**config.mk**
```make
export PLATFORM = sky130hd
export DESIGN_NAME = swept_tone_envelope_synth
export DESIGN_NICKNAME = d
export VERILOG_FILES = /design/src/stes_pkg.sv /design/src/stes_alu.sv /design/src/swept_tone_envelope_synth.sv
export SDC_FILE = /design/constraint.sdc
export NUM_CORES = 2
export LEC_CHECK = 0
export ABC_AREA = 1
export BUFFER_PORTS_ARGS = -buffer_cell sky130_fd_sc_hd__buf_2
export CELL_PAD_IN_SITES_DETAIL_PLACEMENT = 1
export CELL_PAD_IN_SITES_GLOBAL_PLACEMENT = 1
export CORE_UTILIZATION = 50
export CTS_BUF_LIST = sky130_fd_sc_hd__clkbuf_4
export CTS_CLUSTER_DIAMETER = 100
export DETAILED_ROUTE_END_ITERATION = 8
export PLACE_DENSITY = 0.95
export SYNTH_ARGS = -nofsm -noshare
export SYNTH_HDL_FRONTEND = slang
export SYNTH_SLANG_ARGS = --single-unit
export TNS_END_PERCENT = 5
```
**constraint.sdc**
```tcl
create_clock -name clk -period 19.3 [get_ports clk]
set_input_delay 5.79 -clock clk [delete_from_list [all_inputs] [get_ports clk]]
set_output_delay 5.79 -clock clk [all_outputs]
set_load 0.01 [all_outputs]
```
**src/stes_pkg.sv**
```systemverilog
package stes_pkg;

	localparam int SINE_TABLE_BITS_DEF = 10;
	localparam int INDEX_BITS_DEF = 20;

	localparam int PHASE_W = 32;
	localparam int LEN_W = 20;
	localparam int RAMP_W = 16;
	localparam int GAIN_W = 15;
	localparam int SAMPLE_W = 16;
	localparam int IN_BYTE_W = 8;
	localparam int CFG_IDX_W = 3;
	localparam int CFG_DATA_W = 32;

	// shared unit operand and result widths
	localparam int MUL_A_W = 34;
	localparam int MUL_B_W = 17;
	localparam int PROD_W = 51;
	localparam int OPB_W = 31;
	localparam int DIV_N_W = 31;
	localparam int DIV_D_W = 16;
	localparam int ALU_CNT_W = 5;

	localparam int Q_MAX = 32767;
	localparam int Q_MIN = -32768;
	localparam int ENV_ONE = 32768;
	localparam int ENV_SHIFT = 15;
	localparam int SCALE_SHIFT = 30;

	localparam logic [PHASE_W-1:0] NOISE_TAPS = 32'h8020_0003;
	localparam logic [PHASE_W-1:0] NOISE_SEED = 32'h0000_0001;

	// odd polynomial for sin(pi/2 x), q30
	localparam logic signed [MUL_A_W-1:0] PC9 = 34'sd172272;
	localparam logic signed [MUL_A_W-1:0] HORNER_PC [4] = '{
		-34'sd5026995,
		34'sd85569306,
		-34'sd693598668,
		34'sd1686629713
	};
	localparam logic signed [PROD_W-1:0] SCALE_ROUND = 51'sd536870912;

	typedef enum logic [CFG_IDX_W-1:0] {
		REG_WAVE_SHAPE      = 3'd0,
		REG_START_STEP      = 3'd1,
		REG_SWEEP_STEP      = 3'd2,
		REG_TONE_GAIN       = 3'd3,
		REG_NOISE_GAIN      = 3'd4,
		REG_LENGTH_SAMPLES  = 3'd5,
		REG_ATTACK_SAMPLES  = 3'd6,
		REG_RELEASE_SAMPLES = 3'd7
	} cfg_reg_t;

	typedef enum logic [1:0] {
		SHAPE_SINE     = 2'd0,
		SHAPE_SQUARE   = 2'd1,
		SHAPE_TRIANGLE = 2'd2
	} wave_shape_t;

	typedef enum logic {
		ALU_MUL = 1'b0,
		ALU_DIV = 1'b1
	} alu_op_t;

	// mul: signed a times unsigned b; div: b divided by a[DIV_D_W-1:0]
	typedef struct packed {
		logic                        start;
		alu_op_t                     op;
		logic signed [MUL_A_W-1:0]   a;
		logic [OPB_W-1:0]            b;
	} alu_req_t;

	typedef struct packed {
		logic                        done;
		logic signed [PROD_W-1:0]    value;
	} alu_rsp_t;

	// divide by 2^16, truncating toward zero
	function automatic logic signed [PROD_W-1:0] trunc_q16(input logic signed [PROD_W-1:0] p);
		logic signed [PROD_W-1:0] bias;
		bias = p[PROD_W-1] ? PROD_W'(65535) : '0;
		return (p + bias) >>> 16;
	endfunction

	// divide by 2^15, truncating toward zero
	function automatic logic signed [PROD_W-1:0] trunc_q15(input logic signed [PROD_W-1:0] p);
		logic signed [PROD_W-1:0] bias;
		bias = p[PROD_W-1] ? PROD_W'(32767) : '0;
		return (p + bias) >>> ENV_SHIFT;
	endfunction

endpackage

```
**src/stes_alu.sv**
```systemverilog
module stes_alu (
	input  logic                clk,
	input  logic                arst_n,
	input  stes_pkg::alu_req_t  req,
	output stes_pkg::alu_rsp_t  rsp
);

	logic                                   busy_q;
	logic                                   done_q;
	stes_pkg::alu_op_t                      op_q;
	logic [stes_pkg::ALU_CNT_W-1:0]         cnt_q;

	logic signed [stes_pkg::PROD_W-1:0]     mcand_q;
	logic signed [stes_pkg::PROD_W-1:0]     acc_q;
	logic [stes_pkg::OPB_W-1:0]             mplier_q;
	logic [stes_pkg::DIV_D_W-1:0]           rem_q;
	logic [stes_pkg::DIV_D_W-1:0]           dvsr_q;

	logic [stes_pkg::DIV_D_W:0]             trial;
	logic                                   fits;

	// restoring division, one dividend bit a cycle from the top
	assign trial = {rem_q, mplier_q[stes_pkg::OPB_W-1]};
	assign fits = trial >= {1'b0, dvsr_q};

	always_ff @(posedge clk or negedge arst_n) begin
		if (!arst_n) begin
			busy_q <= 1'b0;
			done_q <= 1'b0;
			op_q <= stes_pkg::ALU_MUL;
			cnt_q <= '0;
		end else begin
			done_q <= 1'b0;
			if (req.start) begin
				busy_q <= 1'b1;
				op_q <= req.op;
				cnt_q <= (req.op == stes_pkg::ALU_MUL) ?
					stes_pkg::ALU_CNT_W'(stes_pkg::MUL_B_W - 1) :
					stes_pkg::ALU_CNT_W'(stes_pkg::DIV_N_W - 1);
			end else if (busy_q) begin
				if (cnt_q == '0) begin
					busy_q <= 1'b0;
					done_q <= 1'b1;
				end else begin
					cnt_q <= cnt_q - 1'b1;
				end
			end
		end
	end

	always_ff @(posedge clk) begin
		if (req.start) begin
			mcand_q <= stes_pkg::PROD_W'(req.a);
			mplier_q <= req.b;
			acc_q <= '0;
			rem_q <= '0;
			dvsr_q <= req.a[stes_pkg::DIV_D_W-1:0];
		end else if (busy_q) begin
			if (op_q == stes_pkg::ALU_MUL) begin
				if (mplier_q[0]) begin
					acc_q <= acc_q + mcand_q;
				end
				mcand_q <= mcand_q <<< 1;
				mplier_q <= {1'b0, mplier_q[stes_pkg::OPB_W-1:1]};
			end else begin
				rem_q <= fits ? stes_pkg::DIV_D_W'(trial - {1'b0, dvsr_q}) :
					trial[stes_pkg::DIV_D_W-1:0];
				acc_q <= {acc_q[stes_pkg::PROD_W-2:0], fits};
				mplier_q <= {mplier_q[stes_pkg::OPB_W-2:0], 1'b0};
			end
		end
	end

	assign rsp.done = done_q;
	assign rsp.value = acc_q;

endmodule

```
**src/swept_tone_envelope_synth.sv**
```systemverilog
// One-voice sound effect generator. Each input item (a tick, bit 0 of tdata = restart) gives
// exactly one output item: a saturated signed 16-bit sample, tlast on the final sample of the
// sound and tuser[0] set when a sample was actually produced (idle ticks return zero with
// tuser[0] clear). A 32-bit phase accumulator drives a sine (degree-9 polynomial), square or
// triangle wave whose phase increment sweeps linearly; tone plus LFSR noise is scaled by a
// linear attack/release envelope. All multiplies and the envelope division run one bit a
// cycle on a single shared shift-add/shift-subtract unit. A sine sample takes six multiplies
// for the polynomial and one for its scaling besides the tone, noise and mix multiplies that
// every shape uses (only these for square, triangle or the unused shape), plus a division
// when the envelope is ramping; an idle tick uses none. Input is not ready until the tick is
// done, also while the previous sample waits unaccepted in the output register, which lets
// the next tick be accepted while a sample waits. The user must write registers through the
// cfg port only between ticks; the block itself does not enforce this.
module swept_tone_envelope_synth #(
	parameter int SINE_TABLE_BITS = stes_pkg::SINE_TABLE_BITS_DEF,
	parameter int INDEX_BITS = stes_pkg::INDEX_BITS_DEF
) (
	input  logic                                clk,
	input  logic                                arst_n,
	input  logic                                s_axis_tvalid,
	output logic                                s_axis_tready,
	input  logic [stes_pkg::IN_BYTE_W-1:0]      s_axis_tdata,   // [0] restart
	output logic                                m_axis_tvalid,
	input  logic                                m_axis_tready,
	output logic [stes_pkg::SAMPLE_W-1:0]       m_axis_tdata,   // [15:0] sample
	output logic                                m_axis_tlast,
	output logic [0:0]                          m_axis_tuser,   // [0] playing
	input  logic                                cfg_valid,
	output logic                                cfg_ready,
	input  logic [stes_pkg::CFG_IDX_W-1:0]      cfg_index,
	input  logic [stes_pkg::CFG_DATA_W-1:0]     cfg_data
);

	localparam int CMP_W = ((INDEX_BITS > stes_pkg::LEN_W) ? INDEX_BITS : stes_pkg::LEN_W) + 1;
	localparam int XPAD = 18 - SINE_TABLE_BITS;
	localparam logic [SINE_TABLE_BITS-2:0] QUARTER =
		(SINE_TABLE_BITS-1)'(1) << (SINE_TABLE_BITS - 2);

	typedef enum logic [10:0] {
		ST_IDLE  = 11'b000_0000_0001,
		ST_WAVE  = 11'b000_0000_0010,
		ST_SQR   = 11'b000_0000_0100,
		ST_HORN  = 11'b000_0000_1000,
		ST_SINX  = 11'b000_0001_0000,
		ST_SCALE = 11'b000_0010_0000,
		ST_TONE  = 11'b000_0100_0000,
		ST_NOISE = 11'b000_1000_0000,
		ST_ENV   = 11'b001_0000_0000,
		ST_MIX   = 11'b010_0000_0000,
		ST_DONE  = 11'b100_0000_0000
	} seq_state_t;

	// registers
	logic [1:0]                                 wave_shape_q;
	logic [stes_pkg::PHASE_W-1:0]               start_step_q;
	logic signed [stes_pkg::PHASE_W-1:0]        sweep_step_q;
	logic [stes_pkg::GAIN_W-1:0]                tone_gain_q;
	logic [stes_pkg::GAIN_W-1:0]                noise_gain_q;
	logic [stes_pkg::LEN_W-1:0]                 length_q;
	logic [stes_pkg::RAMP_W-1:0]                attack_q;
	logic [stes_pkg::RAMP_W-1:0]                release_q;

	// voice state
	logic [stes_pkg::PHASE_W-1:0]               phase_acc_q;
	logic [stes_pkg::PHASE_W-1:0]               phase_step_q;
	logic [INDEX_BITS-1:0]                      idx_q;
	logic [stes_pkg::PHASE_W-1:0]               lfsr_q;
	logic                                       active_q;

	// sequencer
	seq_state_t                                 state_q;
	logic                                       launched_q;
	logic [1:0]                                 hstep_q;
	logic                                       item_play_q;
	logic                                       out_valid_q;

	// datapath
	logic signed [stes_pkg::MUL_A_W-1:0]        a_q;
	logic [stes_pkg::MUL_B_W-1:0]               z_q;
	logic signed [stes_pkg::SAMPLE_W-1:0]       w_q;
	logic signed [stes_pkg::SAMPLE_W-1:0]       tone_q;
	logic signed [stes_pkg::SAMPLE_W-1:0]       noise_q;
	logic [stes_pkg::RAMP_W-1:0]                env_q;
	logic signed [stes_pkg::SAMPLE_W-1:0]       sample_q;
	logic signed [stes_pkg::SAMPLE_W-1:0]       out_sample_q;
	logic                                       out_last_q;
	logic                                       out_playing_q;

	stes_pkg::alu_req_t                         alu_req;
	stes_pkg::alu_rsp_t                         alu_rsp;

	logic                                       out_free;
	logic                                       play_now;
	logic                                       calc_state;

	logic [SINE_TABLE_BITS-1:0]                 sin_k;
	logic [1:0]                                 sin_quad;
	logic [SINE_TABLE_BITS-2:0]                 sin_r;
	logic [stes_pkg::MUL_B_W-1:0]               sin_x;
	logic                                       sin_neg;

	logic [15:0]                                tri_u;
	logic signed [18:0]                         tri_u2;
	logic signed [18:0]                         tri_v;
	logic signed [stes_pkg::SAMPLE_W-1:0]       tri_w;
	logic signed [stes_pkg::SAMPLE_W-1:0]       sq_w;

	logic signed [stes_pkg::PROD_W-1:0]         p16;
	logic signed [stes_pkg::PROD_W-1:0]         p15;
	logic signed [stes_pkg::PROD_W-1:0]         scale_r;
	logic signed [stes_pkg::SAMPLE_W-1:0]       scale_mag;
	logic signed [stes_pkg::SAMPLE_W-1:0]       mix_sat;
	logic signed [stes_pkg::SAMPLE_W:0]         mix_in;

	logic [CMP_W-1:0]                           idx_w;
	logic [CMP_W-1:0]                           len_w;
	logic [CMP_W-1:0]                           rel_num;
	logic                                       att_on;
	logic                                       rel_on;
	logic                                       idx_ge_len;
	logic                                       env_div;
	logic                                       is_last;
	logic [stes_pkg::DIV_N_W-1:0]               div_num;

	logic signed [stes_pkg::PHASE_W+1:0]        step_sum;
	logic [stes_pkg::PHASE_W-1:0]               step_next;
	logic [stes_pkg::PHASE_W-1:0]               lfsr_next;

	stes_alu u_alu (
		.clk    (clk),
		.arst_n (arst_n),
		.req    (alu_req),
		.rsp    (alu_rsp)
	);

	assign s_axis_tready = (state_q == ST_IDLE);
	assign cfg_ready = 1'b1;
	assign m_axis_tvalid = out_valid_q;
	assign m_axis_tdata = out_sample_q;
	assign m_axis_tlast = out_last_q;
	assign m_axis_tuser = out_playing_q;

	assign out_free = !out_valid_q || m_axis_tready;
	assign play_now = s_axis_tdata[0] ? (length_q != '0) : active_q;
	assign calc_state = state_q inside {ST_SQR, ST_HORN, ST_SINX, ST_SCALE, ST_TONE,
		ST_NOISE, ST_ENV, ST_MIX};

	// sine: mirrored quarter-wave position in q16
	assign sin_k = phase_acc_q[stes_pkg::PHASE_W-1 -: SINE_TABLE_BITS];
	assign sin_quad = sin_k[SINE_TABLE_BITS-1 -: 2];
	assign sin_r = sin_quad[0] ? (QUARTER - {1'b0, sin_k[SINE_TABLE_BITS-3:0]}) :
		{1'b0, sin_k[SINE_TABLE_BITS-3:0]};
	assign sin_x = {sin_r, {XPAD{1'b0}}};
	assign sin_neg = sin_quad[1];

	assign sq_w = phase_acc_q[stes_pkg::PHASE_W-1] ? -16'sd32767 : 16'sd32767;

	assign tri_u = phase_acc_q[stes_pkg::PHASE_W-1 -: 16];
	assign tri_u2 = $signed({2'b00, tri_u, 1'b0});

	always_comb begin
		if (tri_u < 16'd16384) begin
			tri_v = tri_u2;
		end else if (tri_u < 16'd49152) begin
			tri_v = 19'sd65536 - tri_u2;
		end else begin
			tri_v = tri_u2 - 19'sd131072;
		end
		tri_w = (tri_v > 19'sd32767) ? 16'sd32767 : tri_v[stes_pkg::SAMPLE_W-1:0];
	end

	assign p16 = stes_pkg::trunc_q16(alu_rsp.value);
	assign p15 = stes_pkg::trunc_q15(alu_rsp.value);
	assign scale_r = (alu_rsp.value + stes_pkg::SCALE_ROUND) >>> stes_pkg::SCALE_SHIFT;
	assign scale_mag = (scale_r > stes_pkg::Q_MAX) ? 16'sd32767 :
		scale_r[stes_pkg::SAMPLE_W-1:0];
	assign mix_in = (stes_pkg::SAMPLE_W+1)'(tone_q) + (stes_pkg::SAMPLE_W+1)'(noise_q);

	always_comb begin
		if (p15 > stes_pkg::Q_MAX) begin
			mix_sat = 16'sh7FFF;
		end else if (p15 < stes_pkg::Q_MIN) begin
			mix_sat = 16'sh8000;
		end else begin
			mix_sat = p15[stes_pkg::SAMPLE_W-1:0];
		end
	end

	// envelope decision, release overrides attack
	assign idx_w = CMP_W'(idx_q);
	assign len_w = CMP_W'(length_q);
	assign att_on = (attack_q != '0) && (idx_w < CMP_W'(attack_q));
	assign rel_on = (release_q != '0) && ((idx_w + CMP_W'(release_q)) > len_w);
	assign idx_ge_len = idx_w >= len_w;
	assign rel_num = len_w - idx_w;
	assign env_div = rel_on ? !idx_ge_len : att_on;
	assign div_num = rel_on ? {rel_num[stes_pkg::RAMP_W-1:0], {stes_pkg::ENV_SHIFT{1'b0}}} :
		{idx_w[stes_pkg::RAMP_W-1:0], {stes_pkg::ENV_SHIFT{1'b0}}};
	assign is_last = ((idx_w + CMP_W'(1)) >= len_w) || (idx_q == '1);

	// increment sweep saturates at both ends
	assign step_sum = $signed({2'b00, phase_step_q}) + (stes_pkg::PHASE_W+2)'(sweep_step_q);
	assign step_next = step_sum[stes_pkg::PHASE_W+1] ? '0 :
		(step_sum[stes_pkg::PHASE_W] ? '1 : step_sum[stes_pkg::PHASE_W-1:0]);
	assign lfsr_next = lfsr_q[0] ?
		({1'b0, lfsr_q[stes_pkg::PHASE_W-1:1]} ^ stes_pkg::NOISE_TAPS) :
		{1'b0, lfsr_q[stes_pkg::PHASE_W-1:1]};

	always_comb begin
		alu_req = '0;
		alu_req.op = stes_pkg::ALU_MUL;
		case (state_q)
			ST_SQR: begin
				alu_req.a = stes_pkg::MUL_A_W'(sin_x);
				alu_req.b = stes_pkg::OPB_W'(sin_x);
			end
			ST_HORN: begin
				alu_req.a = a_q;
				alu_req.b = stes_pkg::OPB_W'(z_q);
			end
			ST_SINX: begin
				alu_req.a = a_q;
				alu_req.b = stes_pkg::OPB_W'(sin_x);
			end
			ST_SCALE: begin
				alu_req.a = a_q;
				alu_req.b = stes_pkg::OPB_W'(stes_pkg::Q_MAX);
			end
			ST_TONE: begin
				alu_req.a = stes_pkg::MUL_A_W'(w_q);
				alu_req.b = stes_pkg::OPB_W'(tone_gain_q);
			end
			ST_NOISE: begin
				alu_req.a = stes_pkg::MUL_A_W'($signed(lfsr_q[stes_pkg::SAMPLE_W-1:0]));
				alu_req.b = stes_pkg::OPB_W'(noise_gain_q);
			end
			ST_ENV: begin
				alu_req.op = stes_pkg::ALU_DIV;
				alu_req.a = stes_pkg::MUL_A_W'(rel_on ? release_q : attack_q);
				alu_req.b = div_num;
			end
			ST_MIX: begin
				alu_req.a = stes_pkg::MUL_A_W'(mix_in);
				alu_req.b = stes_pkg::OPB_W'(env_q);
			end
			default: begin
			end
		endcase
		alu_req.start = calc_state && !launched_q && !((state_q == ST_ENV) && !env_div);
	end

	always_ff @(posedge clk or negedge arst_n) begin
		if (!arst_n) begin
			wave_shape_q <= '0;
			start_step_q <= '0;
			sweep_step_q <= '0;
			tone_gain_q <= '0;
			noise_gain_q <= '0;
			length_q <= '0;
			attack_q <= '0;
			release_q <= '0;
			phase_acc_q <= '0;
			phase_step_q <= '0;
			idx_q <= '0;
			lfsr_q <= stes_pkg::NOISE_SEED;
			active_q <= 1'b0;
			state_q <= ST_IDLE;
			launched_q <= 1'b0;
			hstep_q <= '0;
			item_play_q <= 1'b0;
			out_valid_q <= 1'b0;
		end else begin
			if (cfg_valid) begin
				case (cfg_index)
					stes_pkg::REG_WAVE_SHAPE:      wave_shape_q <= cfg_data[1:0];
					stes_pkg::REG_START_STEP:      start_step_q <= cfg_data;
					stes_pkg::REG_SWEEP_STEP:      sweep_step_q <= $signed(cfg_data);
					stes_pkg::REG_TONE_GAIN:       tone_gain_q <= cfg_data[stes_pkg::GAIN_W-1:0];
					stes_pkg::REG_NOISE_GAIN:      noise_gain_q <= cfg_data[stes_pkg::GAIN_W-1:0];
					stes_pkg::REG_LENGTH_SAMPLES:  length_q <= cfg_data[stes_pkg::LEN_W-1:0];
					stes_pkg::REG_ATTACK_SAMPLES:  attack_q <= cfg_data[stes_pkg::RAMP_W-1:0];
					stes_pkg::REG_RELEASE_SAMPLES: release_q <= cfg_data[stes_pkg::RAMP_W-1:0];
					default: begin
					end
				endcase
			end

			// a new sample loaded in the same cycle keeps the register full
			if (m_axis_tvalid && m_axis_tready && !((state_q == ST_DONE) && out_free)) begin
				out_valid_q <= 1'b0;
			end

			if (alu_req.start) begin
				launched_q <= 1'b1;
			end else if (alu_rsp.done) begin
				launched_q <= 1'b0;
			end

			case (state_q)
				ST_IDLE: begin
					if (s_axis_tvalid) begin
						if (s_axis_tdata[0]) begin
							phase_acc_q <= '0;
							phase_step_q <= start_step_q;
							idx_q <= '0;
							active_q <= (length_q != '0);
						end
						item_play_q <= play_now;
						state_q <= play_now ? ST_WAVE : ST_DONE;
					end
				end
				ST_WAVE: begin
					state_q <= (wave_shape_q == stes_pkg::SHAPE_SINE) ? ST_SQR : ST_TONE;
				end
				ST_SQR: begin
					if (alu_rsp.done) begin
						hstep_q <= '0;
						state_q <= ST_HORN;
					end
				end
				ST_HORN: begin
					if (alu_rsp.done) begin
						hstep_q <= hstep_q + 1'b1;
						if (&hstep_q) begin
							state_q <= ST_SINX;
						end
					end
				end
				ST_SINX: begin
					if (alu_rsp.done) begin
						state_q <= ST_SCALE;
					end
				end
				ST_SCALE: begin
					if (alu_rsp.done) begin
						state_q <= ST_TONE;
					end
				end
				ST_TONE: begin
					if (alu_rsp.done) begin
						state_q <= ST_NOISE;
					end
				end
				ST_NOISE: begin
					if (alu_rsp.done) begin
						state_q <= ST_ENV;
					end
				end
				ST_ENV: begin
					if ((!launched_q && !env_div) || alu_rsp.done) begin
						state_q <= ST_MIX;
					end
				end
				ST_MIX: begin
					if (alu_rsp.done) begin
						state_q <= ST_DONE;
					end
				end
				ST_DONE: begin
					if (out_free) begin
						out_valid_q <= 1'b1;
						state_q <= ST_IDLE;
						if (item_play_q) begin
							phase_acc_q <= phase_acc_q + phase_step_q;
							phase_step_q <= step_next;
							lfsr_q <= lfsr_next;
							if (is_last) begin
								active_q <= 1'b0;
							end else begin
								idx_q <= idx_q + 1'b1;
							end
						end
					end
				end
				default: begin
					state_q <= ST_IDLE;
				end
			endcase
		end
	end

	always_ff @(posedge clk) begin
		case (state_q)
			ST_IDLE: begin
				sample_q <= '0;
			end
			ST_WAVE: begin
				case (wave_shape_q)
					stes_pkg::SHAPE_SQUARE:   w_q <= sq_w;
					stes_pkg::SHAPE_TRIANGLE: w_q <= tri_w;
					default:                  w_q <= '0;
				endcase
			end
			ST_SQR: begin
				if (alu_rsp.done) begin
					z_q <= alu_rsp.value[32:16];
					a_q <= stes_pkg::PC9;
				end
			end
			ST_HORN: begin
				if (alu_rsp.done) begin
					a_q <= stes_pkg::HORNER_PC[hstep_q] + p16[stes_pkg::MUL_A_W-1:0];
				end
			end
			ST_SINX: begin
				if (alu_rsp.done) begin
					a_q <= p16[stes_pkg::PROD_W-1] ? '0 : p16[stes_pkg::MUL_A_W-1:0];
				end
			end
			ST_SCALE: begin
				if (alu_rsp.done) begin
					w_q <= sin_neg ? -scale_mag : scale_mag;
				end
			end
			ST_TONE: begin
				if (alu_rsp.done) begin
					tone_q <= p15[stes_pkg::SAMPLE_W-1:0];
				end
			end
			ST_NOISE: begin
				if (alu_rsp.done) begin
					noise_q <= p15[stes_pkg::SAMPLE_W-1:0];
				end
			end
			ST_ENV: begin
				if (!launched_q && !env_div) begin
					// past the end in release gives silence, otherwise full scale
					env_q <= rel_on ? '0 : stes_pkg::RAMP_W'(stes_pkg::ENV_ONE);
				end else if (alu_rsp.done) begin
					env_q <= alu_rsp.value[stes_pkg::RAMP_W-1:0];
				end
			end
			ST_MIX: begin
				if (alu_rsp.done) begin
					sample_q <= mix_sat;
				end
			end
			ST_DONE: begin
				if (out_free) begin
					out_sample_q <= sample_q;
					out_last_q <= item_play_q && is_last;
					out_playing_q <= item_play_q;
				end
			end
			default: begin
			end
		endcase
	end

endmodule

```
==> flow_metrics.py <==
metrics = {
    "placement": {
        "dp_hpwl_um": 128100,
        "gp_congestion": 1.006,
        "place_inst": 7004,
        "portBuffers": 60,
    },
    "power": {
        "pwr-share-clk_pct": 20.1,
        "power.leakage_nw": 22.37,
        "seqPwrFrac_pct": 31.5,
        "power_density_nw_per_um2": 133.3,
        "p_sw_share_pct": 49.18,
        "max-vdd-ir-drop_mv": 0.08286,
        "p_sw_w": 0.003086,
        "p_int_w": 0.003188,
        "p_comb_share_pct": 48.5,
    },
    "logic_synthesis": {
        "async_flop_share_pct": 47.93,
        "syn_inst": 5937,
        "syn_avg_cell_area_um2": 7.333,
        "synthesis.area_um2": 43540,
        "synth_top_family_by_area": "simple AND/OR/NAND/NOR gates",
        "muxShareOfSynthArea_pct": 0.05173,
        "synthAdderAreaFrac_pct": 9.277,
        "synth_flop_cell": "dfrtp_1",
        "ys_ff_latch": 603,
        "yosys_warnings": 0,
        "synth_edf_count": 247,
        "syn_nets": 6303,
        "ys_seq_area_share_pct": 36.73,
        "synth_simple_gate_area_share_pct": 24.46,
        "synth_compound_area_share_pct": 17.68,
        "yosysUniqueCellTypes": 73,
        "synth-xor-area-share_pct": 3.661,
    },
    "cts": {
        "max-clock-path-buffers": 3,
        "clk_latency_ps": 1170,
        "tritoncts": "yes",
        "cts-resized-gates": 0,
        "cts_num_sinks": 603,
        "clk_pin_slew_ps": 70,
        "root_buffer": "clkbuf_4",
        "cts_made_buffers": 168,
        "htreeDepth": 4,
        "postCtsSetupRepairBufs": 0,
        "ctsHoldBuffers": 0,
    },
    "timing": {
        "rsz0062_at_grt": "no",
        "timing.setup.tns_ps": 0,
        "finalCriticalPeriod_ps": 9126,
        "max_slew_margin_pct": 1.842,
        "finalCritPeriodShare_pct": 47.28,
        "hold_viol": 0,
        "maxSlewViolCount": 0,
        "finClkSkew_ps": 137.5,
        "fmax_mhz": 109.6,
        "setup_viol": 0,
        "worst_slew_pin_slew_ps": 1472,
    },
    "floorplan": {
        "core_area_um2": 85680,
        "dieArea_um2": 88260,
        "initial_core_util_pct": 50.81,
        "die_h_um": 297.1,
        "row_count": 107,
        "die_w_um": 297.1,
        "pin_count": 69,
    },
    "global_routing": {
        "grt_overflow_total": 0,
        "grt_antenna_before_repair": 8,
        "grt_start_max_net_pins": 113,
        "grt_pass1_wl_um": 278900,
        "grt_pass1_vias": 48140,
        "grt_use_total_pct": 40.34,
    },
    "final_layout": {
        "drive_above_1_share_pct": 8.483,
        "fin_cells": 7318,
        "multiInputGateArea_um2": 24050,
        "area_delta_synth_final_pct": 8.142,
        "final-seq-area_um2": 15990,
        "nFillCells": 11040,
        "finalNetCount": 6397,
    },
    "setup_path": {
        "crit_type": "input port to flop",
        "worstReg2RegStart": "idx_q[2]",
        "end_kind": "flop",
        "crit_arrival_ps": 10090,
        "ff2ff_setup_slack_ps": 11930,
        "cp_data_required_time_ps": 20270,
        "cp_max_fo": 54,
        "setup.worst_path.start_class": "input port",
        "r2r-end": "u_alu.mcand_q[46]",
        "r2r_cells": 28,
    },
    "routing": {
        "drc": 0,
        "drt_iter0_markers": 4370,
        "vias_per_cell": 6.265,
        "detailedRoute.firstPassIterationCount": 8,
        "drt-wirelength-per-cell_um": 24.77,
        "postRouteAntennaNets": 0,
        "wirelength_um": 181200,
        "vias": 45850,
    },
    "outcome": {
        "status": "complete, no violations",
    },
    "hold_path": {
        "min_path_cells": 0,
        "hold-path-endpoint": "m_axis_tdata[2]",
        "hold_class": "flop to flop",
        "min_from": "sample_q[2]",
    },
    "flow_run": {
        "drv_cap": 0,
    },
}
[layout by cell type (no fill, tap or decap), drive strengths merged, types with 32 or more instances in the layout]
master | Yosys | routed
nand2 | 1479 | 1479
inv | 734 | 743
o21ai | 601 | 601
a21oi | 517 | 517
nor2 | 515 | 515
ha | 310 | 310
nand3 | 306 | 306
dfrtp | 287 | 287
clkbuf | 120 | 249
edfxtp | 247 | 247
xor2 | 138 | 138
buf | 62 | 106
nand4 | 80 | 80
nor3 | 72 | 72
dfxtp | 67 | 67
o211ai | 45 | 45
xnor2 | 44 | 44
clkinv | 1 | 44
or2 | 32 | 32
[power by group through the flow]
stage / registers [W] / logic (W) / clock network [W]
after CTS: 0.00195 / 0.00296 / 0.00126
after global routing: 0.00198 / 0.00331 / 0.00132
after floorplan: 0.00181 / 0.00206 / 0
after global placement: 0.00194 / 0.00269 / 0
after detailed placement: 0.00196 / 0.00286 / 0
final: 0.00197 / 0.00304 / 0.00126
[area by class of cell]
type                            instances  share of cell area [%]
Clock inverter                         55                  0.6351
Multi-Input combinational cell       4417                   51.08
Sequential cell                       603                   33.97
Inverter                              735                   5.865
Tap cell                             1144                   3.040
Antenna cell                            9                 0.04783
Timing Repair Buffer                  106                   1.393
Clock buffer                          249                   3.970
[cells in the mapped netlist (8+ instances only)]
| library cell | number | share of area [%] |
|---|---|---|
| a22oi_1 | 17 | 0.29 |
| o21ai_1 | 27 | 0.31 |
| nor3_1 | 69 | 0.79 |
| o21a_1 | 10 | 0.17 |
| nand3_1 | 303 | 3.5 |
| dfxtp_1 | 67 | 3.1 |
| nor2_1 | 487 | 4.2 |
| nand3b_1 | 12 | 0.21 |
| dfrtp_1 | 287 | 16 |
| or2_2 | 31 | 0.45 |
| a21oi_2 | 11 | 0.22 |
| edfxtp_1 | 247 | 17 |
| a31oi_1 | 30 | 0.43 |
| nor2_2 | 19 | 0.27 |
| nor4_1 | 26 | 0.37 |
| inv_2 | 24 | 0.21 |
| inv_1 | 710 | 6.1 |
| xor2_1 | 138 | 2.8 |
| ha_1 | 310 | 8.9 |
| nand2_1 | 1451 | 13 |
| nand4_1 | 80 | 1.1 |
| o21bai_1 | 20 | 0.34 |
| a21oi_1 | 505 | 5.8 |
| a211oi_1 | 10 | 0.17 |
| o211ai_1 | 45 | 0.78 |
| a221oi_1 | 26 | 0.52 |
| buf_1 | 10 | 0.086 |
| xnor2_1 | 44 | 0.89 |
| nand2_2 | 26 | 0.37 |
| o21ai_0 | 573 | 6.6 |
| buf_2 | 46 | 0.53 |
| fa_1 | 8 | 0.37 |
| a21o_1 | 18 | 0.31 |
| clkbuf_1 | 119 | 1.0 |
| nor2_4 | 9 | 0.23 |
| a2bb2oi_1 | 31 | 0.62 |
| o22ai_1 | 8 | 0.11 |
[layer usage]
layer | global-route usage, % | vias up | wire [um]
li1 | - | 20200 | -
met1 | 45.93 | 22280 | 67080
met2 | 65.22 | 2501 | 83100
met3 | 9.904 | 854 | 15530
met4 | 31.16 | 6 | 15510
met5 | 0 | - | 34
[worst max-delay path by stage]
stage,start,end,slack (ps),depth (start not counted)
after floorplan,m_axis_tready,idx_q[16],11590,10
after global placement,m_axis_tready,idx_q[11],9620,12
after detailed placement,m_axis_tready,idx_q[2],9370,12
after CTS,m_axis_tready,idx_q[2],10360,12
after global routing,m_axis_tready,idx_q[2],9960,12
final,m_axis_tready,idx_q[2],10170,12
[flip-flops by register name (all words and copies together), names as in the netlist, 32 cells and up]
signal,count
phase_acc_q,32
start_step_q,32
lfsr_q,32
u_alu.acc_q,51
a_q,34
phase_step_q,32
sweep_step_q,32
u_alu.mcand_q,51
[critical path, cell delays in order]
cell and delay [ps]:
buf_2 80, nor2_1 70, nor2_2 910, nand2_1 600
a21oi_1 470, o21ai_4 90, buf_4 340, inv_2 110
buf_4 480, nand2_1 690, nand2_1 290, nand2_1 90
[per-stage QoR]
stage / power (W) / setup slack (ps) / instance area [um^2] / hold WS (ps) / utilization [%]
4_1_cts: 0.006170 / 10360 / 47050 / 418.3 / 54.92
3_3_place_gp: 0.004631 / 9621 / 44880 / 404.4 / 52.38
6_report: 0.006274 / 10170 / 47080 / 419.3 / 54.95
5_1_grt: 0.006608 / 9963 / 47080 / 437.1 / 54.94
2_1_floorplan: 0.003875 / 11590 / 43540 / 400.3 / -
3_5_place_dp: 0.004825 / 9367 / 44880 / 406.3 / 52.38
[cells by family (layout without fill, tap and decap cells)]
family | Yosys count | count (layout)
AOI/OAI and AO/OA | 1379 | 1379
other | 1 | 10
xor gates and xnor gates | 182 | 182
muxes | 2 | 2
adders and majority gates | 318 | 318
buffers and inverters | 917 | 1145
DFF | 603 | 603
and+or+nand+nor | 2535 | 2535
No activity file was read; power rests on OpenSTA's default activity.
